--- src/rtl/core/totp_pkg.sv ---
package totp_pkg;

    localparam int KeyHiWidth  = 64;
    localparam int KeyLoWidth  = 32;
    localparam int TimeWidth   = 64;
    localparam int CodeWidth   = 32;
    localparam int CfgIdxWidth = 2;
    localparam int CfgDatWidth = 64;

    localparam logic [CfgIdxWidth-1:0] CFG_KEY_HI  = 2'd0;
    localparam logic [CfgIdxWidth-1:0] CFG_KEY_MID = 2'd1;
    localparam logic [CfgIdxWidth-1:0] CFG_KEY_LO  = 2'd2;

    localparam logic [31:0] CodeModulus = 32'd1000000;
    localparam logic [5:0]  StepSeconds = 6'd30;

    // ceil(2^26 / 30): exact quotient digit for a 21-bit partial dividend
    localparam logic [21:0] StepRecip = 22'd2236963;
    // floor(2^32 / 1000000): quotient estimate low by at most one
    localparam logic [12:0] CodeRecip = 13'd4294;

    // which 512-bit block the datapath builds next
    typedef enum logic [1:0] {
        BLK_IPAD  = 2'd0,
        BLK_IMSG  = 2'd1,
        BLK_OPAD  = 2'd2,
        BLK_OMSG  = 2'd3
    } blk_sel_t;

    // commands from controller to datapath
    typedef struct packed {
        logic     load;      // latch input beat, start counter division
        logic     div_step;  // one 16-bit digit of time / 30
        logic     win_init;  // set counter for window 1 (counter - 1)
        logic     win_next;  // advance counter by one
        logic     blk_start; // load message schedule for selected block
        blk_sel_t blk;
        logic     h_init;    // load the SHA-1 initial value
        logic     round;     // one SHA-1 round
        logic     h_add;     // fold working vars into chaining value
        logic     save_inner;// keep inner digest
        logic     trunc;     // dynamic truncation into remainder register
        logic     mod_mul;   // quotient estimate by reciprocal
        logic     mod_sub;   // subtract quotient times modulus
        logic     mod_fix;   // final conditional subtract
    } totp_cmd_t;

    typedef struct packed {
        logic well_formed;
        logic match;
    } totp_sts_t;

    function automatic logic [31:0] rotl(input logic [31:0] x, input int n);
        rotl = (x << n) | (x >> (32 - n));
    endfunction

endpackage

--- src/rtl/core/totp_code_verifier.sv ---
// Channel | Dir | Beat payload (lowest bit first)
// s_      | in  | tdata: unix_seconds[63:0], code_value[95:64], code_well_formed[96]
// m_      | out | tdata: accepted[0], matched_window[2:1]
// cfg_    | in  | cfg_index: register index, cfg_data: register value
// One item at a time: the counter is formed first, then each window runs
// four SHA-1 compressions on the shared round unit, the control states
// and the modulo steps before its result is compared.
// Reset is synchronous and clears key registers and control state.
// A waiting result blocks new input until m_tready takes it.
module totp_code_verifier (
    input  logic         aclk,
    input  logic         aresetn,
    input  logic         s_tvalid,
    output logic         s_tready,
    input  logic [103:0] s_tdata,   // unix_seconds, code_value, code_well_formed
    output logic         m_tvalid,
    input  logic         m_tready,
    output logic [7:0]   m_tdata,   // accepted, matched_window
    input  logic         cfg_valid,
    output logic         cfg_ready,
    input  logic [totp_pkg::CfgIdxWidth-1:0] cfg_index,
    input  logic [totp_pkg::CfgDatWidth-1:0] cfg_data
);
    import totp_pkg::*;

    logic [KeyHiWidth-1:0] key_hi_reg, key_mid_reg;
    logic [KeyLoWidth-1:0] key_lo_reg;
    totp_cmd_t cmd;
    totp_sts_t sts;
    logic [6:0] round_idx;
    logic       acc;
    logic [1:0] win;

    assign cfg_ready = 1'b1;

    // key registers
    always_ff @(posedge aclk) begin
        if (!aresetn) begin
            key_hi_reg  <= '0;
            key_mid_reg <= '0;
            key_lo_reg  <= '0;
        end else if (cfg_valid) begin
            unique case (cfg_index)
                CFG_KEY_HI:  key_hi_reg  <= cfg_data;
                CFG_KEY_MID: key_mid_reg <= cfg_data;
                CFG_KEY_LO:  key_lo_reg  <= cfg_data[KeyLoWidth-1:0];
                default: ;
            endcase
        end
    end

    totp_ctrl u_ctrl (
        .aclk, .aresetn,
        .in_valid(s_tvalid), .in_ready(s_tready),
        .out_valid(m_tvalid), .out_ready(m_tready),
        .out_accepted(acc), .out_window(win),
        .round_idx, .cmd, .sts
    );

    totp_datapath u_dp (
        .aclk, .aresetn,
        .unix_seconds(s_tdata[63:0]),
        .code_value(s_tdata[95:64]),
        .code_well_formed(s_tdata[96]),
        .key_hi(key_hi_reg), .key_mid(key_mid_reg), .key_lo(key_lo_reg),
        .round_idx, .cmd, .sts
    );

    assign m_tdata = {5'd0, win, acc};

endmodule

--- src/rtl/core/totp_datapath.sv ---
module totp_datapath (
    input  logic                          aclk,
    input  logic                          aresetn,
    input  logic [totp_pkg::TimeWidth-1:0] unix_seconds,
    input  logic [totp_pkg::CodeWidth-1:0] code_value,
    input  logic                          code_well_formed,
    input  logic [totp_pkg::KeyHiWidth-1:0] key_hi,
    input  logic [totp_pkg::KeyHiWidth-1:0] key_mid,
    input  logic [totp_pkg::KeyLoWidth-1:0] key_lo,
    input  logic [6:0]                    round_idx,
    input  totp_pkg::totp_cmd_t           cmd,
    output totp_pkg::totp_sts_t           sts
);
    import totp_pkg::*;

    logic [63:0]  time_reg, time_next;     // dividend shifting into quotient
    logic [4:0]   rem_reg, rem_next;       // division remainder, below 30
    logic [63:0]  ctr_reg, ctr_next;
    logic [31:0]  code_reg;
    logic         wf_reg;
    logic [159:0] key;
    logic [511:0] w_reg, w_next;           // 16-word schedule window
    logic [159:0] h_reg, h_next;
    logic [159:0] inner_reg;
    logic [31:0]  a_reg, b_reg, c_reg, d_reg, e_reg;
    logic [31:0]  val_reg, val_next;
    logic [11:0]  mq_reg, mq_next;         // quotient estimate of val / 10^6
    logic [511:0] blk;
    logic [31:0]  f, k, t, wnew;
    logic [159:0] mac;
    logic [3:0]   off;
    logic [31:0]  word;
    logic [6:0]   ridx;
    logic [20:0]  dv, dr;
    logic [42:0]  dprod;
    logic [15:0]  dq;
    logic [43:0]  mprod;

    assign key = {key_hi, key_mid, key_lo};
    assign mac = h_reg;
    assign ridx = round_idx;

    // block assembly
    always_comb begin
        unique case (cmd.blk)
            BLK_IPAD: blk = {key, 352'd0} ^ {64{8'h36}};
            BLK_OPAD: blk = {key, 352'd0} ^ {64{8'h5c}};
            BLK_IMSG: blk = {ctr_reg, 8'h80, 376'd0, 64'd576};
            default:  blk = {inner_reg, 8'h80, 280'd0, 64'd672};
        endcase
    end

    // round function
    always_comb begin
        if (ridx < 7'd20) begin
            f = (b_reg & c_reg) | (~b_reg & d_reg); k = 32'h5A827999;
        end else if (ridx < 7'd40) begin
            f = b_reg ^ c_reg ^ d_reg;              k = 32'h6ED9EBA1;
        end else if (ridx < 7'd60) begin
            f = (b_reg & c_reg) | (b_reg & d_reg) | (c_reg & d_reg); k = 32'h8F1BBCDC;
        end else begin
            f = b_reg ^ c_reg ^ d_reg;              k = 32'hCA62C1D6;
        end
        t = rotl(a_reg, 5) + f + e_reg + k + w_reg[511:480];
        wnew = rotl(w_reg[95:64] ^ w_reg[255:224] ^ w_reg[447:416] ^ w_reg[511:480], 1);
    end

    // dynamic truncation
    always_comb begin
        off  = mac[3:0];
        word = mac[159 - 8*off -: 32];
        word[31] = 1'b0;
    end

    // time / 30 one 16-bit digit at a time; quotient digit by reciprocal
    always_comb begin
        dv    = {rem_reg, time_reg[63:48]};
        dprod = {22'd0, dv} * {21'd0, StepRecip};
        dq    = dprod[41:26];
        dr    = dv - {dq, 5'd0} + {4'd0, dq, 1'b0};
        mprod = {13'd0, val_reg[30:0]} * {31'd0, CodeRecip};
    end

    // next-state of datapath registers
    always_comb begin
        time_next = time_reg;
        rem_next  = rem_reg;
        ctr_next  = ctr_reg;
        w_next    = w_reg;
        h_next    = h_reg;
        val_next  = val_reg;
        mq_next   = mq_reg;
        if (cmd.load) begin
            time_next = unix_seconds;
            rem_next  = '0;
        end
        if (cmd.div_step) begin
            // quotient digit enters at the bottom
            rem_next  = dr[4:0];
            time_next = {time_reg[47:0], dq};
        end
        if (cmd.win_init) ctr_next = time_reg - 64'd1;
        if (cmd.win_next) ctr_next = ctr_reg + 64'd1;
        if (cmd.blk_start) w_next = blk;
        else if (cmd.round) w_next = {w_reg[479:0], wnew};
        if (cmd.h_init) h_next = 160'h67452301_EFCDAB89_98BADCFE_10325476_C3D2E1F0;
        if (cmd.h_add)
            h_next = {h_reg[159:128] + a_reg, h_reg[127:96] + b_reg, h_reg[95:64] + c_reg,
                      h_reg[63:32] + d_reg, h_reg[31:0] + e_reg};
        if (cmd.trunc) val_next = word;
        // modulo: estimate, subtract, then at most one correction
        if (cmd.mod_mul) mq_next = mprod[43:32];
        if (cmd.mod_sub) val_next = val_reg - ({20'd0, mq_reg} * CodeModulus);
        if (cmd.mod_fix) begin
            if (val_reg >= CodeModulus) val_next = val_reg - CodeModulus;
        end
    end

    // registers
    always_ff @(posedge aclk) begin
        time_reg <= time_next;
        rem_reg  <= rem_next;
        ctr_reg  <= ctr_next;
        w_reg    <= w_next;
        h_reg    <= h_next;
        val_reg  <= val_next;
        mq_reg   <= mq_next;
        if (cmd.load) code_reg <= code_value;
        if (!aresetn) wf_reg <= 1'b0;
        else if (cmd.load) wf_reg <= code_well_formed;
        if (cmd.save_inner) inner_reg <= h_reg;
        if (cmd.blk_start) begin
            a_reg <= h_reg[159:128]; b_reg <= h_reg[127:96]; c_reg <= h_reg[95:64];
            d_reg <= h_reg[63:32];   e_reg <= h_reg[31:0];
        end else if (cmd.round) begin
            e_reg <= d_reg; d_reg <= c_reg; c_reg <= rotl(b_reg, 30);
            b_reg <= a_reg; a_reg <= t;
        end
    end

    assign sts.well_formed = wf_reg;
    assign sts.match       = (val_reg == code_reg);

endmodule

--- src/rtl/core/totp_ctrl.sv ---
module totp_ctrl (
    input  logic                aclk,
    input  logic                aresetn,
    input  logic                in_valid,
    output logic                in_ready,
    output logic                out_valid,
    input  logic                out_ready,
    output logic                out_accepted,
    output logic [1:0]          out_window,
    output logic [6:0]          round_idx,
    output totp_pkg::totp_cmd_t cmd,
    input  totp_pkg::totp_sts_t sts
);
    import totp_pkg::*;

    typedef enum logic [8:0] {
        S_IDLE  = 9'b000000001,
        S_DIV   = 9'b000000010,
        S_WIN   = 9'b000000100,
        S_BLK   = 9'b000001000,
        S_ROUND = 9'b000010000,
        S_ADD   = 9'b000100000,
        S_TRUNC = 9'b001000000,
        S_MOD   = 9'b010000000,
        S_DONE  = 9'b100000000
    } state_t;

    state_t      state_reg, state_next;
    logic [6:0]  cnt_reg, cnt_next;    // division digits, rounds, mod steps
    logic [1:0]  blk_reg, blk_next;
    logic [1:0]  win_reg, win_next;
    logic        acc_reg, acc_next;
    logic [1:0]  mw_reg, mw_next;

    assign in_ready     = (state_reg == S_IDLE);
    assign out_valid    = (state_reg == S_DONE);
    assign out_accepted = acc_reg;
    assign out_window   = mw_reg;
    assign round_idx    = cnt_reg;

    always_comb begin
        state_next = state_reg;
        cnt_next   = cnt_reg;
        blk_next   = blk_reg;
        win_next   = win_reg;
        acc_next   = acc_reg;
        mw_next    = mw_reg;
        cmd        = '0;
        cmd.blk    = blk_sel_t'(blk_reg);
        unique case (state_reg)
            S_IDLE: begin
                if (in_valid) begin
                    cmd.load   = 1'b1;
                    cnt_next   = '0;
                    acc_next   = 1'b0;
                    mw_next    = 2'd0;
                    state_next = S_DIV;
                end
            end
            S_DIV: begin
                if (!sts.well_formed) begin
                    state_next = S_DONE;
                end else begin
                    cmd.div_step = 1'b1;
                    cnt_next     = cnt_reg + 7'd1;
                    if (cnt_reg == 7'd3) begin
                        state_next = S_WIN;
                        win_next   = 2'd1;
                    end
                end
            end
            S_WIN: begin
                if (win_reg == 2'd1) cmd.win_init = 1'b1;
                else                 cmd.win_next = 1'b1;
                cmd.h_init = 1'b1;
                blk_next   = BLK_IPAD;
                state_next = S_BLK;
            end
            S_BLK: begin
                cmd.blk_start = 1'b1;
                cnt_next      = '0;
                state_next    = S_ROUND;
            end
            S_ROUND: begin
                cmd.round = 1'b1;
                cnt_next  = cnt_reg + 7'd1;
                if (cnt_reg == 7'd79) state_next = S_ADD;
            end
            S_ADD: begin
                cmd.h_add = 1'b1;
                unique case (blk_sel_t'(blk_reg))
                    BLK_IPAD: begin blk_next = BLK_IMSG; state_next = S_BLK; end
                    BLK_IMSG: begin
                        blk_next   = BLK_OPAD;
                        state_next = S_TRUNC;  // via save/reinit below
                    end
                    BLK_OPAD: begin blk_next = BLK_OMSG; state_next = S_BLK; end
                    default:  state_next = S_TRUNC;
                endcase
            end
            S_TRUNC: begin
                if (blk_sel_t'(blk_reg) == BLK_OPAD) begin
                    // inner hash done: keep it and restart for outer
                    cmd.save_inner = 1'b1;
                    cmd.h_init     = 1'b1;
                    state_next     = S_BLK;
                end else begin
                    cmd.trunc  = 1'b1;
                    cnt_next   = '0;
                    state_next = S_MOD;
                end
            end
            S_MOD: begin
                // estimate, subtract, correct, then compare
                cnt_next    = cnt_reg + 7'd1;
                cmd.mod_mul = (cnt_reg == 7'd0);
                cmd.mod_sub = (cnt_reg == 7'd1);
                cmd.mod_fix = (cnt_reg == 7'd2);
                if (cnt_reg == 7'd3) begin
                    if (sts.match) begin
                        acc_next   = 1'b1;
                        mw_next    = win_reg;
                        state_next = S_DONE;
                    end else if (win_reg == 2'd3) begin
                        state_next = S_DONE;
                    end else begin
                        win_next   = win_reg + 2'd1;
                        state_next = S_WIN;
                    end
                end
            end
            S_DONE: begin
                if (out_ready) state_next = S_IDLE;
            end
            default: state_next = S_IDLE;
        endcase
    end

    always_ff @(posedge aclk) begin
        if (!aresetn) begin
            state_reg <= S_IDLE;
            cnt_reg   <= '0;
            blk_reg   <= '0;
            win_reg   <= '0;
            acc_reg   <= 1'b0;
            mw_reg    <= '0;
        end else begin
            state_reg <= state_next;
            cnt_reg   <= cnt_next;
            blk_reg   <= blk_next;
            win_reg   <= win_next;
            acc_reg   <= acc_next;
            mw_reg    <= mw_next;
        end
    end

    a_acc_window: assert property (@(posedge aclk) disable iff (!aresetn)
        out_valid |-> (out_accepted == (out_window != 2'd0)))
        else $error("accept flag and window disagree");
    a_one_cmd: assert property (@(posedge aclk) disable iff (!aresetn)
        !(cmd.round && cmd.blk_start))
        else $error("round during block load");
    a_ready_excl: assert property (@(posedge aclk) disable iff (!aresetn)
        !(in_ready && out_valid))
        else $error("input and output both open");
    a_done_hold: assert property (@(posedge aclk) disable iff (!aresetn)
        (out_valid && !out_ready) |=> out_valid && $stable(out_window))
        else $error("result dropped while stalled");

endmodule
--- config.mk ---
export PLATFORM = sky130hd
export DESIGN_NAME = totp_code_verifier
export DESIGN_NICKNAME = d
export VERILOG_FILES = /design/src/rtl/core/totp_pkg.sv /design/src/rtl/core/totp_code_verifier.sv /design/src/rtl/core/totp_datapath.sv /design/src/rtl/core/totp_ctrl.sv
export SDC_FILE = /design/constraint.sdc
export NUM_CORES = 2
export LEC_CHECK = 0
export BUFFER_PORTS_ARGS = -buffer_cell sky130_fd_sc_hd__clkbuf_2
export CAP_MARGIN = 40
export CORE_MARGIN = 5
export CORE_UTILIZATION = 35
export DETAILED_ROUTE_END_ITERATION = 12
export PLACE_DENSITY = 0.56
export SYNTH_ARGS = -nofsm -noshare
export SYNTH_HDL_FRONTEND = slang
export SYNTH_SLANG_ARGS = --single-unit
--- constraint.sdc ---
create_clock -name aclk -period 17.8 [get_ports aclk]
set_clock_uncertainty 0.05 [all_clocks]
set_input_delay 0.89 -clock aclk [delete_from_list [all_inputs] [get_ports aclk]]
set_output_delay 0.89 -clock aclk [all_outputs]
set_load 0.01 [all_outputs]
; Yosys cells after proc, flatten, opt, wreduce, memory -nomap -nowiden
; Index checks and enable logic that the tools add are counted.
[totals]
inputBits = 175
regBits = 1385
[classes]
n_addsub = 18
magnitude_cmp = 4
eq_ne = 32
reduce_logical = 21
n_mux = 77
shift = 1
bitwise = 18
multipliers = 3
[ops]
columns = cell, count
row1 = 512-bit case mux with 3 select lines, 1
row2 = 512-bit two-way mux, 2
row3 = 32-bit two-way mux, 19
row4 = 256-bit NOT, 2
row5 = 160-bit two-way mux, 2
row6 = 32-bit adder, 9
row7 = 64-bit two-way mux, 4
row8 = 191-bit by 33-bit variable part select with 31-bit output, 1
row9 = 32-bit XOR, 5
row10 = 32-bit AND, 4
row11 = 32-bit bitwise OR, 3
row12 = 9-bit case mux with 9 select lines, 1
row13 = 9-bit two-way mux, 8
row14 = 64-bit by 1-bit adder with 64-bit output (second input constant), 1
row15 = 64-bit by 1-bit subtractor with 64-bit output (second input constant), 1
row16 = 31-bit by 12-bit multiplier with 43-bit output (second input constant), 1
row17 = 21-bit by 22-bit multiplier with 42-bit output (second input constant), 1
row18 = 7-bit case mux with 5 select lines, 1
row19 = 32-bit equality test, 1
row20 = 32-bit by 20-bit greater-or-equal comparator with 1-bit output (second input constant), 1
row21 = 32-bit NOT, 1
row22 = 32-bit by 1-bit bitwise OR with 32-bit output, 1
row23 = 32-bit by 30-bit bitwise OR with 32-bit output, 1
row24 = 32-bit by 5-bit bitwise OR with 32-bit output, 1
row25 = other kinds (47), 102

; Logic depth before layout (Yosys ltp)
[logic_depth]
ltp_word = 12
ltp_mapped = 29

; Hierarchy
; A second synthesis with hierarchy kept.
[hier_totals]
hier_cells = 8339
hier_area_um2 = 90058.9
[modules_own_cells]
columns = module, n_inst, seq_area_each_um2, cells_each, area_per_inst_um2
row1 = totp_datapath, 1, 35824.4, 7555, 82427.8
row2 = totp_code_verifier, 1, 3203.1, 599, 6100.9
row3 = totp_ctrl, 1, 460.4, 185, 1530.2

; Least setup slack after synthesis
; No wires, ideal clock.
[synth_timing]
kind = reg-to-reg
from = register u_ctrl.state_reg[1]
to = register u_ctrl.cnt_reg[5], in the netlist u_ctrl.round_idx[5]
period_less_slack_ns = 17.377
setup_ns = 0.120
arrival_time_ns = 17.207
n_path_buf = 2
path_stages_with_launch = 12
slack_ns = 0.423
path_cell_list = dfxtp_1 > clkbuf_1 > nor2_1 > and3_1 > nand3b_1 > nand2_1 > or3_1 > and3_1 > clkbuf_1 > nand4_1 > xor2_1 > nor2_1
[synth_between]
elab_chain_cells = 4
word_cells_on_any_way = 13
[synth_lines]
columns = item, line_no
row1 = from (decl), totp_ctrl.sv:28  ; state_t state_reg, state_next;
row2 = from (signal assigned), totp_ctrl.sv:148  ; state_reg <= state_next;
row3 = 9-bit by 5-bit equality test with 1-bit output / 9-bit by 8-bit equality test with 1-bit output (equally long branches), totp_ctrl.sv:50  ; unique case (state_reg)
row4 = 2-bit OR reduction (no source line), -
row5 = 5-bit nonzero test (no source line), -
row6 = 4-bit AND reduction (no source line), -
row7 = to (signal assigned), totp_ctrl.sv:149  ; cnt_reg <= cnt_next;
row8 = to (decl), totp_ctrl.sv:29  ; logic [6:0] cnt_reg, cnt_next;
; Parallel ways exist; a longest one is shown, timed or not.
; A chain may end at the register's enable or synchronous reset.

; Worst setup path in the final report
[layout_timing]
from = register u_ctrl.cnt_reg[2], in the netlist u_ctrl.round_idx[2]
to = register u_dp.a_reg[29] (data pin)
[layout_between]
elab_chain_cells = 10
word_cells_on_any_way = 15
[layout_lines]
columns = item, line_no
row1 = 7-bit by 6-bit less-than comparator with 1-bit output, totp_datapath.sv:59  ; end else if (ridx < 7'd60) begin
row2 = 32-bit two-way mux, totp_datapath.sv:59
row3 = 32-bit two-way mux, totp_datapath.sv:57  ; end else if (ridx < 7'd40) begin
row4 = 32-bit two-way mux, totp_datapath.sv:55  ; if (ridx < 7'd20) begin
row5 = 32-bit adder (2 in series), totp_datapath.sv:64  ; t = rotl(a_reg, 5) + f + e_reg + k + w_reg[511:480];
row6 = 32-bit adder (*) (2 in series), totp_datapath.sv:64
row7 = 32-bit two-way mux (*), totp_datapath.sv:135  ; end else if (cmd.round) begin
row8 = 32-bit two-way mux (*), totp_datapath.sv:132  ; if (cmd.blk_start) begin
row9 = to (signal assigned), totp_datapath.sv:133  ; a_reg <= h_reg[159:128]; b_reg <= h_reg[127:96]; c_reg <= h_reg[95:64];
row10 = to (signal assigned), totp_datapath.sv:137  ; b_reg <= a_reg; a_reg <= t;
row11 = to (decl), totp_datapath.sv:25  ; logic [31:0] a_reg, b_reg, c_reg, d_reg, e_reg;
; Mark *: on every way between the ends. The rest lies on a longest branch, timed or not. The select of a mux whose other input is x is not followed.

==> results.md <==
- The peak fanout along the critical path is 32.
- The clock input transition at the sequential cells of the worst setup and hold paths is about 0.06 ns.
- The maximum vdd ir drop is 0.000227 V.
- The clock latency at the later pin of the worst-skew pair is roughly 0.84 ns.
- The via count of the first global-routing pass is between 60k and 70k.
- For the worst setup path, the data arrival time is 8.23 ns.
- The pin count of the biggest net entering global routing is approximately 180.
- The final-report setup violation count is 0.
- The number of distinct library cells after synthesis is 94.
- The synthesized flop and latch total is 1385.
- The buffer count from post-CTS setup fixing is 0.
- For this run, the number of Yosys warnings is 0.
- The count of instances resized after the clock tree is built is 0.
- The count of placed standard cells including taps is 11.9k.
- Clock tree synthesis inserted a total of between 150 and 200 buffers.
- In the global route stage, overall resource usage came out at 0.232.
- The floorplan step defined a die boundary enclosing 263000 sq um.
- STA puts the critical path data required time at ~18 ns.
- At the placement stage, the worst setup path has a slack of about 10 ns.
- The total count of max-transition violations in the final report is 0.
- The synthesized design contains 1175 enable-type register cells.
- Summed over all failing endpoints, the final setup total negative slack is 0 ns.
- Counting I/O delays and the setup requirement, the final critical path takes 7.74 ns.
- The core region is 252000 sq um.
- In this run the static leakage power is 40.1 nW.
- The final standard cell area without fillers is 98800 sq um.
- The worst pin sits at a relative slew slack of 0.261.
- In this run the tool buffered the top-level ports with 172 buffer cells.
- STA classifies the critical path endpoint as a flip-flop.
- Of the cells placed in the final design, the portion with a size suffix greater than 1 is 0.0838.
- The maximum clock frequency is 129 MHz.
- The worst setup path is launched from a flip-flop.
- The via-per-instance ratio is 5.53.
- The flip-flop count of the largest register after layout is 512.
- Before antenna repair, the detailed router went through 5 iterations.
- For this run, the post-layout net count is 9861.
- Excluding fillers, the count of instances in the completed layout stands at roughly 12k.
- The number of antenna violations at the first check in global routing came to 23.
- From bottom edge to top edge, the die measures about 510 um.
- At the pin with the least slew margin, the transition time is 1.11 ns.
- The initial DRC count is 7771.
- For this configuration, the core starts out at a cell density of 0.352.
- The number of hold buffers added after CTS was 0.
- The total power per unit cell area is about 89 nW/um^2.
- The first global-routing pass estimated 450000 um of wire.
- The final weighted congestion in routability-driven placement is ~1.
- The relative area change from synthesis to final layout is 11.6%.
- The number of top-level design ports is 186.
- The HPWL after detailed placement is 234000 um.
- Setup repair after global routing left no endpoint under its margin.
- The number of levels in the clock H-tree is 4.
- CTS placed an instance of clkbuf_16 at the clock tree root.
- In the synthesized netlist, the number of instances is slightly below 9k.
- The post-route clock period utilization is 0.435.
- The max capacitance violation total is 0.
- The netlist area before placement is 88500 sq um.
- The number of routed nets with antenna violations is 0.
- The run finished with clean final reports.
- After global routing the overflow that remains totals 0.
- The critical path is of the flip-flop to flip-flop type.
- Row generation in the floorplan step produced 184 rows.
- The die outline width is 513 um.
- The path class of the tightest hold or removal check is input port to flip-flop.
- The final layout contains routed wiring with a total length of roughly 310000 um.
- The mean post-synth cell area is 10.2 sq um.
- Counting along the longest clock path gives a buffer depth of 3.
- Of all flip-flops after synthesis, the portion carrying an async set or reset was 0.
- The average wire per cell in the routed design is around 26 um.
- The fraction of the yosys area taken by sequential cells is 0.446.
- Setup slack on the critical path of the routed design comes to between 10 and 15 ns.
- The CTS tree is built.
- The prevailing post-synth register cell is edfxtp_1.
- The via total after detailed routing is a little under 70k.
- The total clock sinks is 1385.
- The count of unresolved DRC violations after routing is 0.
- The placed instances occupy a cell area of approximately 93000 sq um.
- The final number of hold-violating endpoints is 0.
==> cell type report <==
cell class                 count  area (sq um)
fill                       24400        153000
multi-input combinational   6362         45700
sequential                  1385         39500
clock buffer                 200          4360
tap                         3348          4190
timing repair buffer         301          2130
inverter                     502          1890
clock inverter                90           987
antenna                       12          30.0
==> path summary, 6_finish.rpt <==
path                                         start                           end  slack (ns)  depth (start not counted)
setup / recovery  u_ctrl.round_idx[2]$_SDFFE_PN0P_      u_dp.a_reg[29]$_DFFE_PP_       10.06                         23
hold / removal                         s_tdata[65]    u_dp.code_reg[1]$_DFFE_PP_        0.20                          1
setup reg to reg  u_ctrl.round_idx[2]$_SDFFE_PN0P_      u_dp.a_reg[29]$_DFFE_PP_       10.06                         23
hold reg to reg       key_mid_reg[15]$_SDFFE_PN0P_  key_mid_reg[15]$_SDFFE_PN0P_        0.42                          2
==> cells in the final DEF (no fill, tap or decap), types with 111 or more instances in the layout <==
| cell | netlist | routed |
|---|---|---|
| nand2_1 | 1561 | 1556 |
| edfxtp_1 | 1175 | 1175 |
| ha_1 | 678 | 674 |
| nor2_1 | 666 | 663 |
| a21oi_1 | 522 | 522 |
| inv_1 | 500 | 498 |
| o21ai_0 | 379 | 379 |
| fa_1 | 298 | 298 |
| xor2_1 | 250 | 250 |
| xnor2_1 | 249 | 249 |
| dfxtp_1 | 210 | 210 |
| mux2i_1 | 208 | 208 |
| clkbuf_2 | 0 | 171 |
| a21boi_0 | 168 | 168 |
| clkbuf_16 | 0 | 164 |
| nor3_1 | 122 | 122 |
| a21o_1 | 111 | 111 |
==> Yosys cell counts, types with 10 or more instances <==
cell	instances	area share
and3_1	44	0.0031
buf_1	30	0.0013
a21boi_0	168	0.014
nor4_1	32	0.0023
and2_1	107	0.0076
o221ai_1	39	0.0039
buf_2	16	0.00090
o211ai_1	32	0.0027
mux4_2	35	0.0089
inv_1	500	0.021
nor3_1	122	0.0069
o21ai_1	24	0.0014
a21o_1	111	0.0094
nand3_1	96	0.0054
mux2_2	83	0.011
edfxtp_1	1175	0.40
nand2b_1	42	0.0030
o21bai_1	26	0.0022
clkbuf_1	351	0.015
a31oi_1	33	0.0023
a21oi_1	522	0.030
and4_1	16	0.0016
fa_1	298	0.067
a22oi_1	25	0.0021
o31a_1	10	0.00099
a211oi_1	52	0.0044
dfxtp_1	210	0.047
o21a_1	59	0.0050
nand2_1	1561	0.066
xnor2_1	249	0.025
or2_2	16	0.0011
nor2_1	666	0.028
ha_1	678	0.096
or3_1	23	0.0016
xor2_1	250	0.025
o221a_2	19	0.0024
o31ai_1	20	0.0017
o21ai_0	379	0.021
nor3b_1	33	0.0028
nor2b_1	55	0.0039
o22ai_1	13	0.00092
mux2i_1	208	0.024
o41ai_1	10	0.00099
nand4_1	50	0.0035
==> power breakdown <==
group          switching, mW  total, mW  internal (mW)
clock                   1.45       3.40           1.95
sequential            0.0735       3.61           3.54
combinational           1.05       1.82          0.778
==> metal layers <==
metal / GRT usage / part of all wire
met2: 0.341 / 0.42
met4: 0.102 / 0.050
met1: 0.330 / 0.43
met5: 0 / 0.00017
met3: 0.0459 / 0.093
==> logic make-up after synthesis <==
| group | Yosys count | share of synthesized area |
|---|---|---|
| buffers and inverters | 906 | 0.0389 |
| xor gates and xnor gates | 500 | 0.0496 |
| muxes | 326 | 0.0430 |
| DFF | 1385 | 0.446 |
| other | 2 | 0.0000848 |
| AOI/OAI and AO/OA | 1644 | 0.116 |
| adders and majority gates | 976 | 0.163 |
| and+or+nand+nor | 2910 | 0.143 |
==> metrics by stage <==
stage                     hold slack [ns]  total power, mW  utilization
after floorplan                     0.389             4.96            -
after global placement              0.397             5.48        0.369
after detailed placement            0.408             5.51        0.371
after CTS                           0.146             8.92        0.392
after global routing                0.163             9.31        0.393
final                               0.202             8.84        0.393
==> worst max-delay path, cell delays in order (launching register included) <==
cell and delay (ns):
dfxtp_1 0.44, and3_1 0.26, a21oi_1 0.25, and3_1 0.26, buf_4 0.19, nor2_1 0.63, inv_1 0.13, buf_4 0.30
o221ai_1 0.38, fa_1 0.47, inv_1 0.08, fa_1 0.46, fa_1 0.44, ha_1 0.34, nor2b_1 0.16, o31a_1 0.30
o311ai_1 0.78, a31oi_1 0.33, nand4_1 0.19, nand4b_1 0.19, a221o_1 0.35, a21oi_1 0.18, xor2_1 0.19, o21ai_0 0.09
No activity file was read; power rests on OpenSTA's default activity.
